**src/rtl/rlp_pkg.sv**
```systemverilog
// Shared types and constants of the reply line parser.
// Used by the front parser, the command queue, the result expander and the checker.
`timescale 1ns / 1ps

package rlp_pkg;

  localparam int RLP_QDEPTH = 4;
  localparam int RLP_QPTR_W = $clog2(RLP_QDEPTH);

  // Telnet bytes.
  localparam logic [7:0] BYTE_IAC  = 8'd255;
  localparam logic [7:0] BYTE_DONT = 8'd254;
  localparam logic [7:0] BYTE_DO   = 8'd253;
  localparam logic [7:0] BYTE_WONT = 8'd252;
  localparam logic [7:0] BYTE_WILL = 8'd251;

  // Line characters.
  localparam logic [7:0] CHAR_CR    = 8'h0D;
  localparam logic [7:0] CHAR_LF    = 8'h0A;
  localparam logic [7:0] CHAR_SPACE = 8'h20;
  localparam logic [7:0] CHAR_DASH  = 8'h2D;
  localparam logic [7:0] CHAR_ZERO  = 8'h30;
  localparam logic [7:0] CHAR_NINE  = 8'h39;

  localparam logic [9:0] CODE_CLOSED = 10'd221;
  localparam logic [9:0] CODE_LOST   = 10'd421;
  localparam logic [3:0] CLASS_LOST  = 4'(CODE_LOST / 100);

  typedef enum logic [1:0] {
    KIND_REFUSAL = 2'd0,
    KIND_REPLY   = 2'd1,
    KIND_STREAM  = 2'd2
  } rlp_kind_t;

  // One queued command: a refusal expands to three result items, others to one.
  typedef struct packed {
    rlp_kind_t  kind;
    logic       verb_wont;
    logic [7:0] opt_byte;
    logic [9:0] code;
    logic [3:0] cls;
    logic       lost;
  } rlp_cmd_t;

endpackage

```
**src/rtl/rlp_front.sv**
```systemverilog
// Front parser: accepts server bytes, strips telnet sequences and parses reply lines.
// Pushes one command per finished event into the command queue. Depends on rlp_pkg.
`timescale 1ns / 1ps

module rlp_front (
  input  logic              clk,
  input  logic              rst_n,
  input  logic              in_tvalid,
  output logic              in_tready,
  input  logic [7:0]        in_tdata,
  input  logic [1:0]        in_tuser,
  input  logic              q_full,
  output logic              q_push,
  output rlp_pkg::rlp_cmd_t q_cmd
);
  import rlp_pkg::*;

  typedef enum logic [2:0] {
    TN_IDLE = 3'b001,
    TN_CMD  = 3'b010,
    TN_OPT  = 3'b100
  } tn_state_t;

  localparam logic [1:0] SEP_NONE  = 2'd0;
  localparam logic [1:0] SEP_SPACE = 2'd1;
  localparam logic [1:0] SEP_DASH  = 2'd2;
  localparam logic [1:0] SEP_OTHER = 2'd3;

  tn_state_t  tn_r, tn_nxt;
  logic       verb_r, verb_nxt;
  logic [2:0] pos_r, pos_nxt;
  logic [3:0] dig_r [3];
  logic [3:0] dig_nxt [3];
  logic       dv_r, dv_nxt;
  logic [1:0] sep_r, sep_nxt;
  logic [9:0] first_r, first_nxt;
  logic       cont_r, cont_nxt;

  logic       accept;
  logic [7:0] b;
  logic       eos;
  logic       eof_exp;
  logic       is_digit;
  logic [3:0] digit_val;
  logic [9:0] line_code;
  logic       code_ok;

  assign in_tready = !q_full;
  assign accept    = in_tvalid && in_tready;
  assign b         = in_tdata;
  assign eos       = in_tuser[0];
  assign eof_exp   = in_tuser[1];
  assign is_digit  = (b >= CHAR_ZERO) && (b <= CHAR_NINE);
  assign digit_val = is_digit ? b[3:0] : 4'd0;

  assign line_code = 10'(dig_r[0]) * 10'd100 + 10'(dig_r[1]) * 10'd10 + 10'(dig_r[2]);
  assign code_ok   = pos_r[2] && dv_r && (sep_r == SEP_SPACE || sep_r == SEP_DASH)
                     && (line_code != 10'd0);

  always_comb begin
    tn_nxt    = tn_r;
    verb_nxt  = verb_r;
    pos_nxt   = pos_r;
    dig_nxt   = dig_r;
    dv_nxt    = dv_r;
    sep_nxt   = sep_r;
    first_nxt = first_r;
    cont_nxt  = cont_r;
    q_push    = 1'b0;
    q_cmd     = '0;
    if (accept) begin
      if (eos) begin
        q_push   = 1'b1;
        q_cmd.kind = KIND_STREAM;
        if (eof_exp) begin
          q_cmd.code = CODE_CLOSED;
        end else begin
          q_cmd.code = CODE_LOST;
          q_cmd.cls  = CLASS_LOST;
          q_cmd.lost = 1'b1;
        end
        tn_nxt    = TN_IDLE;
        verb_nxt  = 1'b0;
        pos_nxt   = 3'd0;
        dig_nxt   = '{default: 4'd0};
        dv_nxt    = 1'b0;
        sep_nxt   = SEP_NONE;
        first_nxt = 10'd0;
        cont_nxt  = 1'b0;
      end else begin
        unique case (tn_r)
          TN_CMD: begin
            if (b == BYTE_WILL || b == BYTE_WONT) begin
              verb_nxt = 1'b0;
              tn_nxt   = TN_OPT;
            end else if (b == BYTE_DO || b == BYTE_DONT) begin
              verb_nxt = 1'b1;
              tn_nxt   = TN_OPT;
            end else begin
              tn_nxt = TN_IDLE;
            end
          end
          TN_OPT: begin
            tn_nxt          = TN_IDLE;
            q_push          = 1'b1;
            q_cmd.kind      = KIND_REFUSAL;
            q_cmd.verb_wont = verb_r;
            q_cmd.opt_byte  = b;
          end
          default: begin
            priority if (b == BYTE_IAC) begin
              tn_nxt = TN_CMD;
            end else if (b == CHAR_CR) begin
              tn_nxt = TN_IDLE;
            end else if (b != CHAR_LF) begin
              // Keep a character: the first three are digits, the fourth the separator.
              if (pos_r < 3'd3) begin
                dig_nxt[pos_r[1:0]] = digit_val;
                if (pos_r == 3'd0) begin
                  dv_nxt = is_digit;
                end else if (!is_digit) begin
                  dv_nxt = 1'b0;
                end
              end else if (pos_r == 3'd3) begin
                sep_nxt = (b == CHAR_SPACE) ? SEP_SPACE :
                          (b == CHAR_DASH)  ? SEP_DASH  : SEP_OTHER;
              end
              if (!pos_r[2]) begin
                pos_nxt = pos_r + 3'd1;
              end
            end else begin
              pos_nxt = 3'd0;
              dig_nxt = '{default: 4'd0};
              dv_nxt  = 1'b0;
              sep_nxt = SEP_NONE;
              if (code_ok) begin
                if (sep_r == SEP_DASH) begin
                  if (first_r == 10'd0) begin
                    first_nxt = line_code;
                  end
                  cont_nxt = 1'b1;
                end else if (!cont_r || line_code == first_r) begin
                  // A space line closes the reply unless a different multi-line reply is open.
                  q_push     = 1'b1;
                  q_cmd.kind = KIND_REPLY;
                  q_cmd.code = line_code;
                  q_cmd.cls  = dig_r[0];
                  q_cmd.lost = (line_code == CODE_LOST);
                  first_nxt  = 10'd0;
                  cont_nxt   = 1'b0;
                end
              end
            end
          end
        endcase
      end
    end
  end

  always_ff @(posedge clk) begin
    if (!rst_n) begin
      tn_r    <= TN_IDLE;
      verb_r  <= 1'b0;
      pos_r   <= 3'd0;
      dig_r   <= '{default: 4'd0};
      dv_r    <= 1'b0;
      sep_r   <= SEP_NONE;
      first_r <= 10'd0;
      cont_r  <= 1'b0;
    end else begin
      tn_r    <= tn_nxt;
      verb_r  <= verb_nxt;
      pos_r   <= pos_nxt;
      dig_r   <= dig_nxt;
      dv_r    <= dv_nxt;
      sep_r   <= sep_nxt;
      first_r <= first_nxt;
      cont_r  <= cont_nxt;
    end
  end

endmodule

```
**src/rtl/rlp_fifo.sv**
```systemverilog
// Short command queue between the front parser and the result expander.
// Depth comes from rlp_pkg; the head entry is visible whenever the queue is not empty.
`timescale 1ns / 1ps

module rlp_fifo (
  input  logic              clk,
  input  logic              rst_n,
  input  logic              push,
  input  rlp_pkg::rlp_cmd_t push_cmd,
  input  logic              pop,
  output rlp_pkg::rlp_cmd_t head,
  output logic              empty,
  output logic              full
);
  import rlp_pkg::*;

  rlp_cmd_t              mem_r [RLP_QDEPTH];
  logic [RLP_QPTR_W-1:0] wr_ptr_r, wr_ptr_nxt;
  logic [RLP_QPTR_W-1:0] rd_ptr_r, rd_ptr_nxt;
  logic [RLP_QPTR_W:0]   count_r, count_nxt;
  logic                  do_push;
  logic                  do_pop;

  assign empty   = (count_r == '0);
  assign full    = (count_r == (RLP_QPTR_W + 1)'(RLP_QDEPTH));
  assign head    = mem_r[rd_ptr_r];
  assign do_push = push && !full;
  assign do_pop  = pop && !empty;

  always_comb begin
    wr_ptr_nxt = do_push ? wr_ptr_r + 1'b1 : wr_ptr_r;
    rd_ptr_nxt = do_pop ? rd_ptr_r + 1'b1 : rd_ptr_r;
    count_nxt  = count_r;
    if (do_push && !do_pop) begin
      count_nxt = count_r + 1'b1;
    end else if (do_pop && !do_push) begin
      count_nxt = count_r - 1'b1;
    end
  end

  always_ff @(posedge clk) begin
    if (do_push) begin
      mem_r[wr_ptr_r] <= push_cmd;
    end
  end

  always_ff @(posedge clk) begin
    if (!rst_n) begin
      wr_ptr_r <= '0;
      rd_ptr_r <= '0;
      count_r  <= '0;
    end else begin
      wr_ptr_r <= wr_ptr_nxt;
      rd_ptr_r <= rd_ptr_nxt;
      count_r  <= count_nxt;
    end
  end

endmodule

```
**src/rtl/rlp_back.sv**
```systemverilog
// Result expander: turns queued commands into result items on the output register.
// A refusal becomes three items, a reply or stream end one. Depends on rlp_pkg.
`timescale 1ns / 1ps

module rlp_back (
  input  logic              clk,
  input  logic              rst_n,
  input  rlp_pkg::rlp_cmd_t head,
  input  logic              q_empty,
  output logic              q_pop,
  output logic              out_tvalid,
  input  logic              out_tready,
  output logic [23:0]       out_tdata,
  output logic [1:0]        out_tuser,
  output logic              out_tlast
);
  import rlp_pkg::*;

  localparam logic [1:0] BEAT_IAC  = 2'd0;
  localparam logic [1:0] BEAT_VERB = 2'd1;
  localparam logic [1:0] BEAT_OPT  = 2'd2;

  logic [1:0]  beat_r, beat_nxt;
  logic        valid_r, valid_nxt;
  logic [23:0] data_r, data_nxt;
  logic [1:0]  user_r, user_nxt;
  logic        last_r, last_nxt;
  logic        load;

  assign load       = (!valid_r || out_tready) && !q_empty;
  assign out_tvalid = valid_r;
  assign out_tdata  = data_r;
  assign out_tuser  = user_r;
  assign out_tlast  = last_r;

  always_comb begin
    beat_nxt  = beat_r;
    valid_nxt = valid_r && !out_tready;
    data_nxt  = data_r;
    user_nxt  = user_r;
    last_nxt  = last_r;
    q_pop     = 1'b0;
    if (load) begin
      valid_nxt = 1'b1;
      user_nxt  = head.kind;
      if (head.kind == KIND_REFUSAL) begin
        // tdata: send_byte, then zero code, class and lost flag.
        unique case (beat_r)
          BEAT_IAC: begin
            data_nxt = {16'd0, BYTE_IAC};
            last_nxt = 1'b0;
            beat_nxt = BEAT_VERB;
          end
          BEAT_VERB: begin
            data_nxt = {16'd0, (head.verb_wont ? BYTE_WONT : BYTE_DONT)};
            last_nxt = 1'b0;
            beat_nxt = BEAT_OPT;
          end
          default: begin
            data_nxt = {16'd0, head.opt_byte};
            last_nxt = 1'b1;
            beat_nxt = BEAT_IAC;
            q_pop    = 1'b1;
          end
        endcase
      end else begin
        data_nxt = {1'b0, head.lost, head.cls, head.code, 8'd0};
        last_nxt = 1'b1;
        q_pop    = 1'b1;
      end
    end
  end

  always_ff @(posedge clk) begin
    data_r <= data_nxt;
    user_r <= user_nxt;
    last_r <= last_nxt;
  end

  always_ff @(posedge clk) begin
    if (!rst_n) begin
      beat_r  <= BEAT_IAC;
      valid_r <= 1'b0;
    end else begin
      beat_r  <= beat_nxt;
      valid_r <= valid_nxt;
    end
  end

endmodule

```
**src/rtl/reply_line_parser_with_telnet_refusal_top.sv**
```systemverilog
// Reply line parser with telnet refusal. Accepts one server byte per cycle while the
// four-entry command queue has room. A telnet refusal leaves the output register as
// three items, and the queue absorbs short bursts of refusals. A completed reply or
// a stream end is written into the command queue and then loaded into the output
// register, where it is offered as one item.
// Depends on rlp_pkg, rlp_front, rlp_fifo and rlp_back.
`timescale 1ns / 1ps

module reply_line_parser_with_telnet_refusal_top (
  input  logic        clk,
  input  logic        rst_n,
  input  logic        in_tvalid,
  output logic        in_tready,
  input  logic [7:0]  in_tdata,   // [7:0] data_byte
  input  logic [1:0]  in_tuser,   // [0] end_of_stream, [1] eof_expected
  output logic        out_tvalid,
  input  logic        out_tready,
  output logic [23:0] out_tdata,  // [7:0] send_byte, [17:8] reply_code,
                                  // [21:18] reply_class, [22] server_lost, [23] zero
  output logic [1:0]  out_tuser,  // [1:0] result_kind
  output logic        out_tlast   // last_of_run
);
  import rlp_pkg::*;

  rlp_cmd_t push_cmd;
  rlp_cmd_t head;
  logic     push;
  logic     pop;
  logic     q_empty;
  logic     q_full;

  rlp_front u_front (
    .clk       (clk),
    .rst_n     (rst_n),
    .in_tvalid (in_tvalid),
    .in_tready (in_tready),
    .in_tdata  (in_tdata),
    .in_tuser  (in_tuser),
    .q_full    (q_full),
    .q_push    (push),
    .q_cmd     (push_cmd)
  );

  rlp_fifo u_fifo (
    .clk      (clk),
    .rst_n    (rst_n),
    .push     (push),
    .push_cmd (push_cmd),
    .pop      (pop),
    .head     (head),
    .empty    (q_empty),
    .full     (q_full)
  );

  rlp_back u_back (
    .clk        (clk),
    .rst_n      (rst_n),
    .head       (head),
    .q_empty    (q_empty),
    .q_pop      (pop),
    .out_tvalid (out_tvalid),
    .out_tready (out_tready),
    .out_tdata  (out_tdata),
    .out_tuser  (out_tuser),
    .out_tlast  (out_tlast)
  );

endmodule

```
**config.mk**
```make
export PLATFORM = sky130hd
export DESIGN_NAME = reply_line_parser_with_telnet_refusal_top
export DESIGN_NICKNAME = d
export VERILOG_FILES = /design/src/rtl/rlp_pkg.sv /design/src/rtl/rlp_front.sv /design/src/rtl/rlp_fifo.sv /design/src/rtl/rlp_back.sv /design/src/rtl/reply_line_parser_with_telnet_refusal_top.sv
export SDC_FILE = /design/constraint.sdc
export NUM_CORES = 1
export LEC_CHECK = 0
export ABC_AREA = 1
export BUFFER_PORTS_ARGS = -buffer_cell sky130_fd_sc_hd__buf_2
export CORE_MARGIN = 2
export CORE_UTILIZATION = 45
export CTS_CLUSTER_DIAMETER = 80
export CTS_CLUSTER_SIZE = 30
export DETAILED_ROUTE_END_ITERATION = 16
export HOLD_SLACK_MARGIN = 0.06
export PLACE_DENSITY_LB_ADDON = 0.2
export SYNTH_ARGS = -nofsm -noshare
export SYNTH_HDL_FRONTEND = slang
export SYNTH_SLANG_ARGS = --single-unit
```
**constraint.sdc**
```tcl
create_clock -name clk -period 4.4 [get_ports clk]
set_input_delay 0.44 -clock clk [delete_from_list [all_inputs] [get_ports clk]]
set_output_delay 0.44 -clock clk [all_outputs]
set_load 0.05 [all_outputs]
```
; ---- Word level (Yosys, flattened, before mapping)
; Memories as Yosys holds them, arrays and structs flattened. A register that Yosys moved wholly into a read port is not among the register bits.
; Index checks and enable logic that the tools add are counted.
[totals]
mem_count = 1
wordCells = 216
ff_bits = 70
out_inout_bits = 29
mem_bits_rw = 104
inputBits = 14
[classes]
order_cmp = 5
bitwise_logic = 1
muxes = 104
addsub = 7
n_reduce_logical = 48
n_mul = 2
eq_ne = 28
[mem_list]
columns = name, words, word_bits, rd, rd_ports_with_merged_regs, wr, line_no
row1 = u_fifo.mem_r, 4, 26, 1, 1, 1, rlp_fifo.sv:17  ; rlp_cmd_t mem_r [RLP_QDEPTH];
[op_table]
columns = operator, count
row1 = $mux W15, 8
row2 = $mux W10, 9
row3 = $mux W12, 6
row4 = $eq A8 B8 Y1 const B, 5
row5 = $mux W3, 13
row6 = $mux W1, 36
row7 = $mux W2, 18
row8 = $mux W9, 3
row9 = $mux W26, 1
row10 = $mux W23, 1
row11 = $eq A8 B6 Y1 const B, 2
row12 = $pmux W8 S2, 1
row13 = $ne A3 B3 Y1 const B, 5
row14 = $bwmux W12, 1
row15 = $logic_and A1 B1 Y1, 12
row16 = $mux W4, 3
row17 = $reduce_and A6 Y1, 2
row18 = $add A10 B4 Y10, 1
row19 = $add A10 B8 Y10, 1
row20 = $eq A10 B10 Y1, 1
row21 = $eq A10 B9 Y1 const B, 1
row22 = $logic_not A10 Y1, 1
row23 = $reduce_and A5 Y1, 2
row24 = $reduce_bool A10 Y1, 1
row25 = other kinds (37), 61

; ---- Longest topological paths before layout
[logic_depth]
word_depth = 19
depth_mapped = 31
depth_no_buf = 31

; ---- Cells and area by module
; From an unflattened synthesis, not the netlist that was laid out.
[unflattened]
hier_cells = 930
area_unflattened_um2 = 8577.0
[modules_own_cells]
columns = module, cells_each, area_each_um2, n_inst, seq_area_each_um2
row1 = rlp_fifo, 321, 4337.9, 1, 3303.2
row2 = rlp_front, 509, 3098.0, 1, 660.6
row3 = rlp_back, 100, 1141.1, 1, 840.8

; ---- Least setup slack after synthesis
; No wires, ideal clock.
[synth_path]
path_type = register to register
startpoint = reg u_front.dig_r[7] (netlist bit)
endpoint = mem u_fifo.mem_r[0][0] (netlist bit), enable pin
period_less_slack_ps = 4543
t_arrival_ps = 4134
setup_ps = 409
stages_incl_launch_ff = 20
t_required_ps = 3991
setup_slack_ps = -143
path_buffers = 0
path_cell_list = dfxtp_1 > ha_1 > ha_1 > inv_1 > fa_1 > xnor2_1 > ha_1 > ha_1 > nand2_1 > nand2_1 > a21oi_1 > nand2_1 > nand2_1 > nand2_1 > nand3_1 > o21a_1 > nand3_2 > nand2_2 > nand2_2 > nor2_1
[synth_via]
elab_chain_cells = 17
elab_cells_between_ends = 19
cone_classes = 2 x add/sub / 1 x mul / 1 x eq/ne / 11 x mux / 4 x reduce/logical
[synth_rtl]
columns = element, line_no
row1 = "start, declared", rlp_front.sv:32  ; logic [3:0] dig_r [3];
row2 = "start signal, assigned", rlp_front.sv:174  ; dig_r <= dig_nxt;
row3 = $mul A4 B3 Y7 *, rlp_front.sv:56  ; assign line_code = 10'(dig_r[0]) * 10'd100 + 10'(dig_r[1]) * 10'd10 + 10'(dig_r[2]);
row4 = $add A10 B8 Y10 *, rlp_front.sv:56
row5 = $add A10 B4 Y10 *, rlp_front.sv:56
row6 = $eq A10 B10 Y1, rlp_front.sv:142  ; end else if (!cont_r || line_code == first_r) begin
row7 = $logic_or A1 B1 Y1, rlp_front.sv:142
row8 = $mux W1, rlp_front.sv:142
row9 = $mux W1, rlp_front.sv:137  ; if (sep_r == SEP_DASH) begin
row10 = $mux W1 *, rlp_front.sv:136  ; if (code_ok) begin
row11 = $mux W1 *, rlp_front.sv:115  ; end else if (b != CHAR_LF) begin
row12 = $mux W1 *, rlp_front.sv:113  ; end else if (b == CHAR_CR) begin
row13 = $mux W1 *, rlp_front.sv:111  ; priority if (b == BYTE_IAC) begin
row14 = $pmux W1 S2 *, rlp_front.sv:91  ; unique case (tn_r)
row15 = $mux W1 *, rlp_front.sv:72  ; if (eos) begin
row16 = $mux W1 *, rlp_front.sv:71  ; if (accept) begin
row17 = $logic_and A1 B1 Y1 *, rlp_fifo.sv:27  ; assign do_push = push && !full;
row18 = $mux W1 *, rlp_fifo.sv:42  ; if (do_push) begin
row19 = $mux W1 (not written as such) *, rlp_fifo.sv:43  ; mem_r[wr_ptr_r] <= push_cmd;
row20 = "end, declared", rlp_fifo.sv:17
; Every way passes the cells marked *; elsewhere a longest branch is shown, timed or not.

==> results.md <==
Floorplanning:
- The die is 141 microns wide.
- The row count is 50.
- For this design the top-level I/O count stands at 43.
- After floorplanning, the core was sized to cover 18500 sq um.
- The effective utilization at floorplan is 45.4%.
- The die covers 19800 sq um.
- From bottom edge to top edge, the die measures 141 microns.

Clocking:
- TritonCTS built the clock tree.
- The number of buffers added by the clock tree synthesis step is 17.
- No sink is reached through more buffers than the 2 on the longest clock path.
- The root buffer cell chosen for the clock tree is sky130_fd_sc_hd__clkbuf_16.
- The H-tree depth reported by CTS is 4.
- Clock-pin slew was measured on the worst setup and hold paths at 0.07 ns.
- The number of hold buffers added after cts is 0.
- The clock net in this run drives a total of 175 sinks.
- The clock latency at the later pin of the worst-skew pair is 0.43 ns.

Placed design:
- Detailed placement ended at an HPWL of 12200 microns.
- Input and output buffers added on the ports amount to 41.
- The final estimated routing congestion in global placement is 0.848.
- The pre-CTS worst setup slack is 0.0513 ns.
- The placement-stage cell area is 8960 sq um.

Status:
- The flow ran to the end, and the final reports show no timing, DRC or antenna violations.

GRT:
- The first-pass GRT wire length is 29400 microns.
- The total overflow left after global routing is 0.
- The largest net degree at the start of global routing is 53.
- The number of antenna violations at the first check in global routing is 0.
- The via count of the first global-routing pass is 5770.
- The total track usage is 19.0%.

Yosys:
- The number of flops mapped to enable cells by yosys is 130.
- Counting flops with an async set or reset pin after synthesis yields a share of 0%.
- The compound-gate portion of the synthesized area is 10.7%.
- The post-synthesis mux area share is 0%.
- The post-synthesis cell count is 885.
- The flop and latch count out of synthesis is 175.
- The primary flip-flop cell chosen by synthesis mapping is sky130_fd_sc_hd__edfxtp_1.
- Summing the areas of all xor and xnor instances in the mapped netlist gives 0.833% of the synthesized area.
- By area, the combinational part of the netlist is dominated by simple AND/OR/NAND/NOR gates.
- The Yosys step of the flow raised 0 warnings.
- In this run the cell area of the synthesized design comes to 8410 sq um.
- The distinct cell type count of the synthesized netlist is 46.
- Each instance of the synthesized netlist takes up on average 9.51 sq um.
- After synthesis, flip-flops and latches occupy 57.1% of the total area.
- The post-synthesis share of cell area spent on full adders, half adders and majority gates is 6.34%.
- The number of nets produced by synthesis is 938.
- The post-synthesis simple-gate area fraction is 18.0%.

Setup path:
- In this run the critical register-to-register path is captured at u_fifo.mem_r[2][4].
- The sort of element at the end of the critical path is a flop.
- The register-to-register setup slack is 0.30 ns.
- STA puts the critical path data arrival time at 4.28 ns.
- The maximum fanout along the worst path is 11.
- The critical path ends at u_fifo.mem_r[2][4].
- STA classifies the critical path startpoint as a flop.
- The number of cells traversed by the worst register-to-register path is 24.
- At the worst endpoint, the required time is 4.59 ns.
- The classification of the worst setup path is reg2reg.
- The critical register-to-register path startpoint is u_front.dig_r[7].
- Tracing the worst setup path back leads to its startpoint at u_front.dig_r[7].

Timing:
- Between clock sinks in the finished design, the worst skew comes to 0.00951 ns.
- For this run, the top clock speed supported by timing is 244 MHz.
- The minimum clock period is 4.10 ns.
- The tightest slew margin relative to the limit is 26.3%.
- Setup violations remaining at the end of the flow were counted as 0.
- After layout, the worst setup slack is 0.302 ns.
- The sum of negative setup slack is 0 ns.
- The pin slew with the least headroom to its limit is 1.10 ns.
- The hold violation total from the final report is 0.
- Dividing the final minimum period by the clock period gives 93.1%.
- The total count of max-transition violations in the final report was 0.

Final layout:
- For this run, the share of the core covered by cells in the final layout is 52.1%.
- For this run, the post-layout net count is 988.
- The ratio of cells with drive above 1 in the final layout is 15.6%.
- 0 antenna diodes ended up in the layout.
- The layout overhead on the synthesized area is 14.8%.
- The most common cell after layout, fill and taps aside is sky130_fd_sc_hd__nand2_1.
- After routing the design area is 9650 sq um.
- The top cell types in the final layout, fill and taps aside, are 141 x sky130_fd_sc_hd__nand2_1, 130 x sky130_fd_sc_hd__edfxtp_1, 119 x sky130_fd_sc_hd__nor2_1.

Detailed routing:
- After detailed routing, the number of vias per cell comes to 5.19.
- The average wire per standard cell is 15.6 microns.
- The number of nets still failing antenna checks after routing is 0.
- For this run, design rule violations remaining after detail routing come to 0.
- The detailed router finished its first iteration with 454 violations.
- Summed over all layers, the routed wires come to 18400 microns.
- The number of vias after detailed routing is 6130.
- The first detailed-routing pass ran for 5 iterations.

Run:
- The count of maximum capacitance violations is 0.

Power and ir drop:
- The leakage power of the design is 0.00382 uW.
- The cell area power density is 535 nW/um^2.
- IR analysis of the VDD net gives a maximum drop of 0.262 mV.

Min path:
- The min-delay analysis places its worst path in the category in2reg.
[per-layer routing]
layer / GRT usage [%] / vias to the layer above / routed length (microns)
li1: - / 3094 / -
met2: 31.1 / 127 / 8840
met1: 26.0 / 2881 / 8600
met4: 6.21 / 0 / 313
met3: 3.36 / 28 / 694
met5: 0 / - / 0
[power breakdown]
group	leakage (uW)	internal, uW	switching [uW]
registers	0.00155	2070	75.9
logic	0.00199	364	1180
clock network	0.000276	799	672
[through the flow]
| stage | instances | total power [uW] | hold WS, ns |
|---|---|---|---|
| after floorplan | 885 | 3340 | 0.435 |
| after global placement | 1147 | 3710 | 0.450 |
| after detailed placement | 1147 | 3730 | 0.457 |
| after CTS | 1178 | 5200 | 0.275 |
| after global routing | 1181 | 5420 | 0.282 |
| final | 1181 | 5160 | 0.290 |
[registers in the layout, indices dropped and copies added (netlist names), 3 cells and up, named ones only]
signal            cells
u_back.out_tdata     23
u_fifo.count_r        3
u_fifo.mem_r        104
u_front.dig_r        12
u_front.first_r      10
u_front.pos_r         3
u_front.tn_r          3
[synthesized netlist by cell type (all sizes together), types with 2 or more instances]
| cell | n | share of area [%] |
|---|---|---|
| a211oi | 3 | 0.27 |
| a21oi | 49 | 3.1 |
| a31oi | 8 | 0.59 |
| a32oi | 2 | 0.21 |
| buf | 7 | 0.70 |
| clkbuf | 23 | 1.0 |
| dfxtp | 45 | 11 |
| edfxtp | 130 | 46 |
| fa | 6 | 1.4 |
| ha | 33 | 4.9 |
| inv | 116 | 5.2 |
| nand2 | 153 | 7.1 |
| nand3 | 31 | 2.1 |
| nand3b | 2 | 0.18 |
| nand4 | 15 | 1.1 |
| nor2 | 128 | 5.9 |
| nor3 | 18 | 1.1 |
| nor4 | 4 | 0.30 |
| o211ai | 2 | 0.18 |
| o21ai | 74 | 4.4 |
| o22ai | 15 | 1.1 |
| o31ai | 3 | 0.27 |
| or2 | 2 | 0.18 |
| xnor2 | 6 | 0.62 |
| xor2 | 2 | 0.21 |
[area by class of cell]
type,count,area [sq um]
clock buffers,17,425
flip-flops and latches,175,4810
fillers,1691,8860
well taps,234,293
clock inverters,14,146
multi-input cells,563,3130
repair buffers,61,405
inverters,117,439
[repair_timing]
item	4_1_cts	5_1_grt
gates resized for setup	0	27
buffers inserted	0	3
setup endpoints to repair	0	50
[how the worst min path moves through the flow]
stage	endpoint	start	slack, ns	cells after the start
detailed placement	u_fifo.rd_ptr_r[1]	u_fifo.rd_ptr_r[1]	0.46	2
floorplan	u_front.sep_r[0]	u_front.sep_r[0]	0.44	2
global route	u_back.out_tvalid	out_tready	0.28	4
finish	u_back.out_tvalid	out_tready	0.29	4
CTS	u_back.out_tvalid	out_tready	0.28	4
global placement	u_fifo.rd_ptr_r[1]	u_fifo.rd_ptr_r[1]	0.45	2
[kinds of logic (layout without fill, tap and decap cells)]
kind of cell | Yosys count | after routing
and+or+nand+nor | 354 | 354
DFF | 175 | 175
AOI/OAI and AO/OA | 161 | 161
buffers and inverters | 147 | 209
adders and majority gates | 39 | 39
xor gates and xnor gates | 8 | 8
other | 1 | 1
[worst max-delay path, stage by stage (launching register included)]
cell	delay (ns)
sky130_fd_sc_hd__dfxtp_4	0.37
sky130_fd_sc_hd__ha_4	0.26
sky130_fd_sc_hd__ha_2	0.16
sky130_fd_sc_hd__inv_1	0.05
sky130_fd_sc_hd__fa_2	0.53
sky130_fd_sc_hd__inv_2	0.04
sky130_fd_sc_hd__ha_4	0.23
sky130_fd_sc_hd__ha_4	0.30
sky130_fd_sc_hd__nand2_2	0.06
sky130_fd_sc_hd__inv_2	0.06
sky130_fd_sc_hd__nand2_1	0.07
sky130_fd_sc_hd__nand2_1	0.09
sky130_fd_sc_hd__nand2_2	0.07
sky130_fd_sc_hd__nand2_2	0.09
sky130_fd_sc_hd__nand2_1	0.05
sky130_fd_sc_hd__nand2_1	0.05
sky130_fd_sc_hd__nand2_1	0.05
sky130_fd_sc_hd__nor2_1	0.11
sky130_fd_sc_hd__nand2_1	0.08
sky130_fd_sc_hd__nand2_1	0.08
sky130_fd_sc_hd__nand3_2	0.07
sky130_fd_sc_hd__buf_4	0.16
sky130_fd_sc_hd__inv_2	0.05
sky130_fd_sc_hd__nand2_1	0.28
sky130_fd_sc_hd__nor2_1	0.47
No activity file was read; power rests on OpenSTA's default activity.
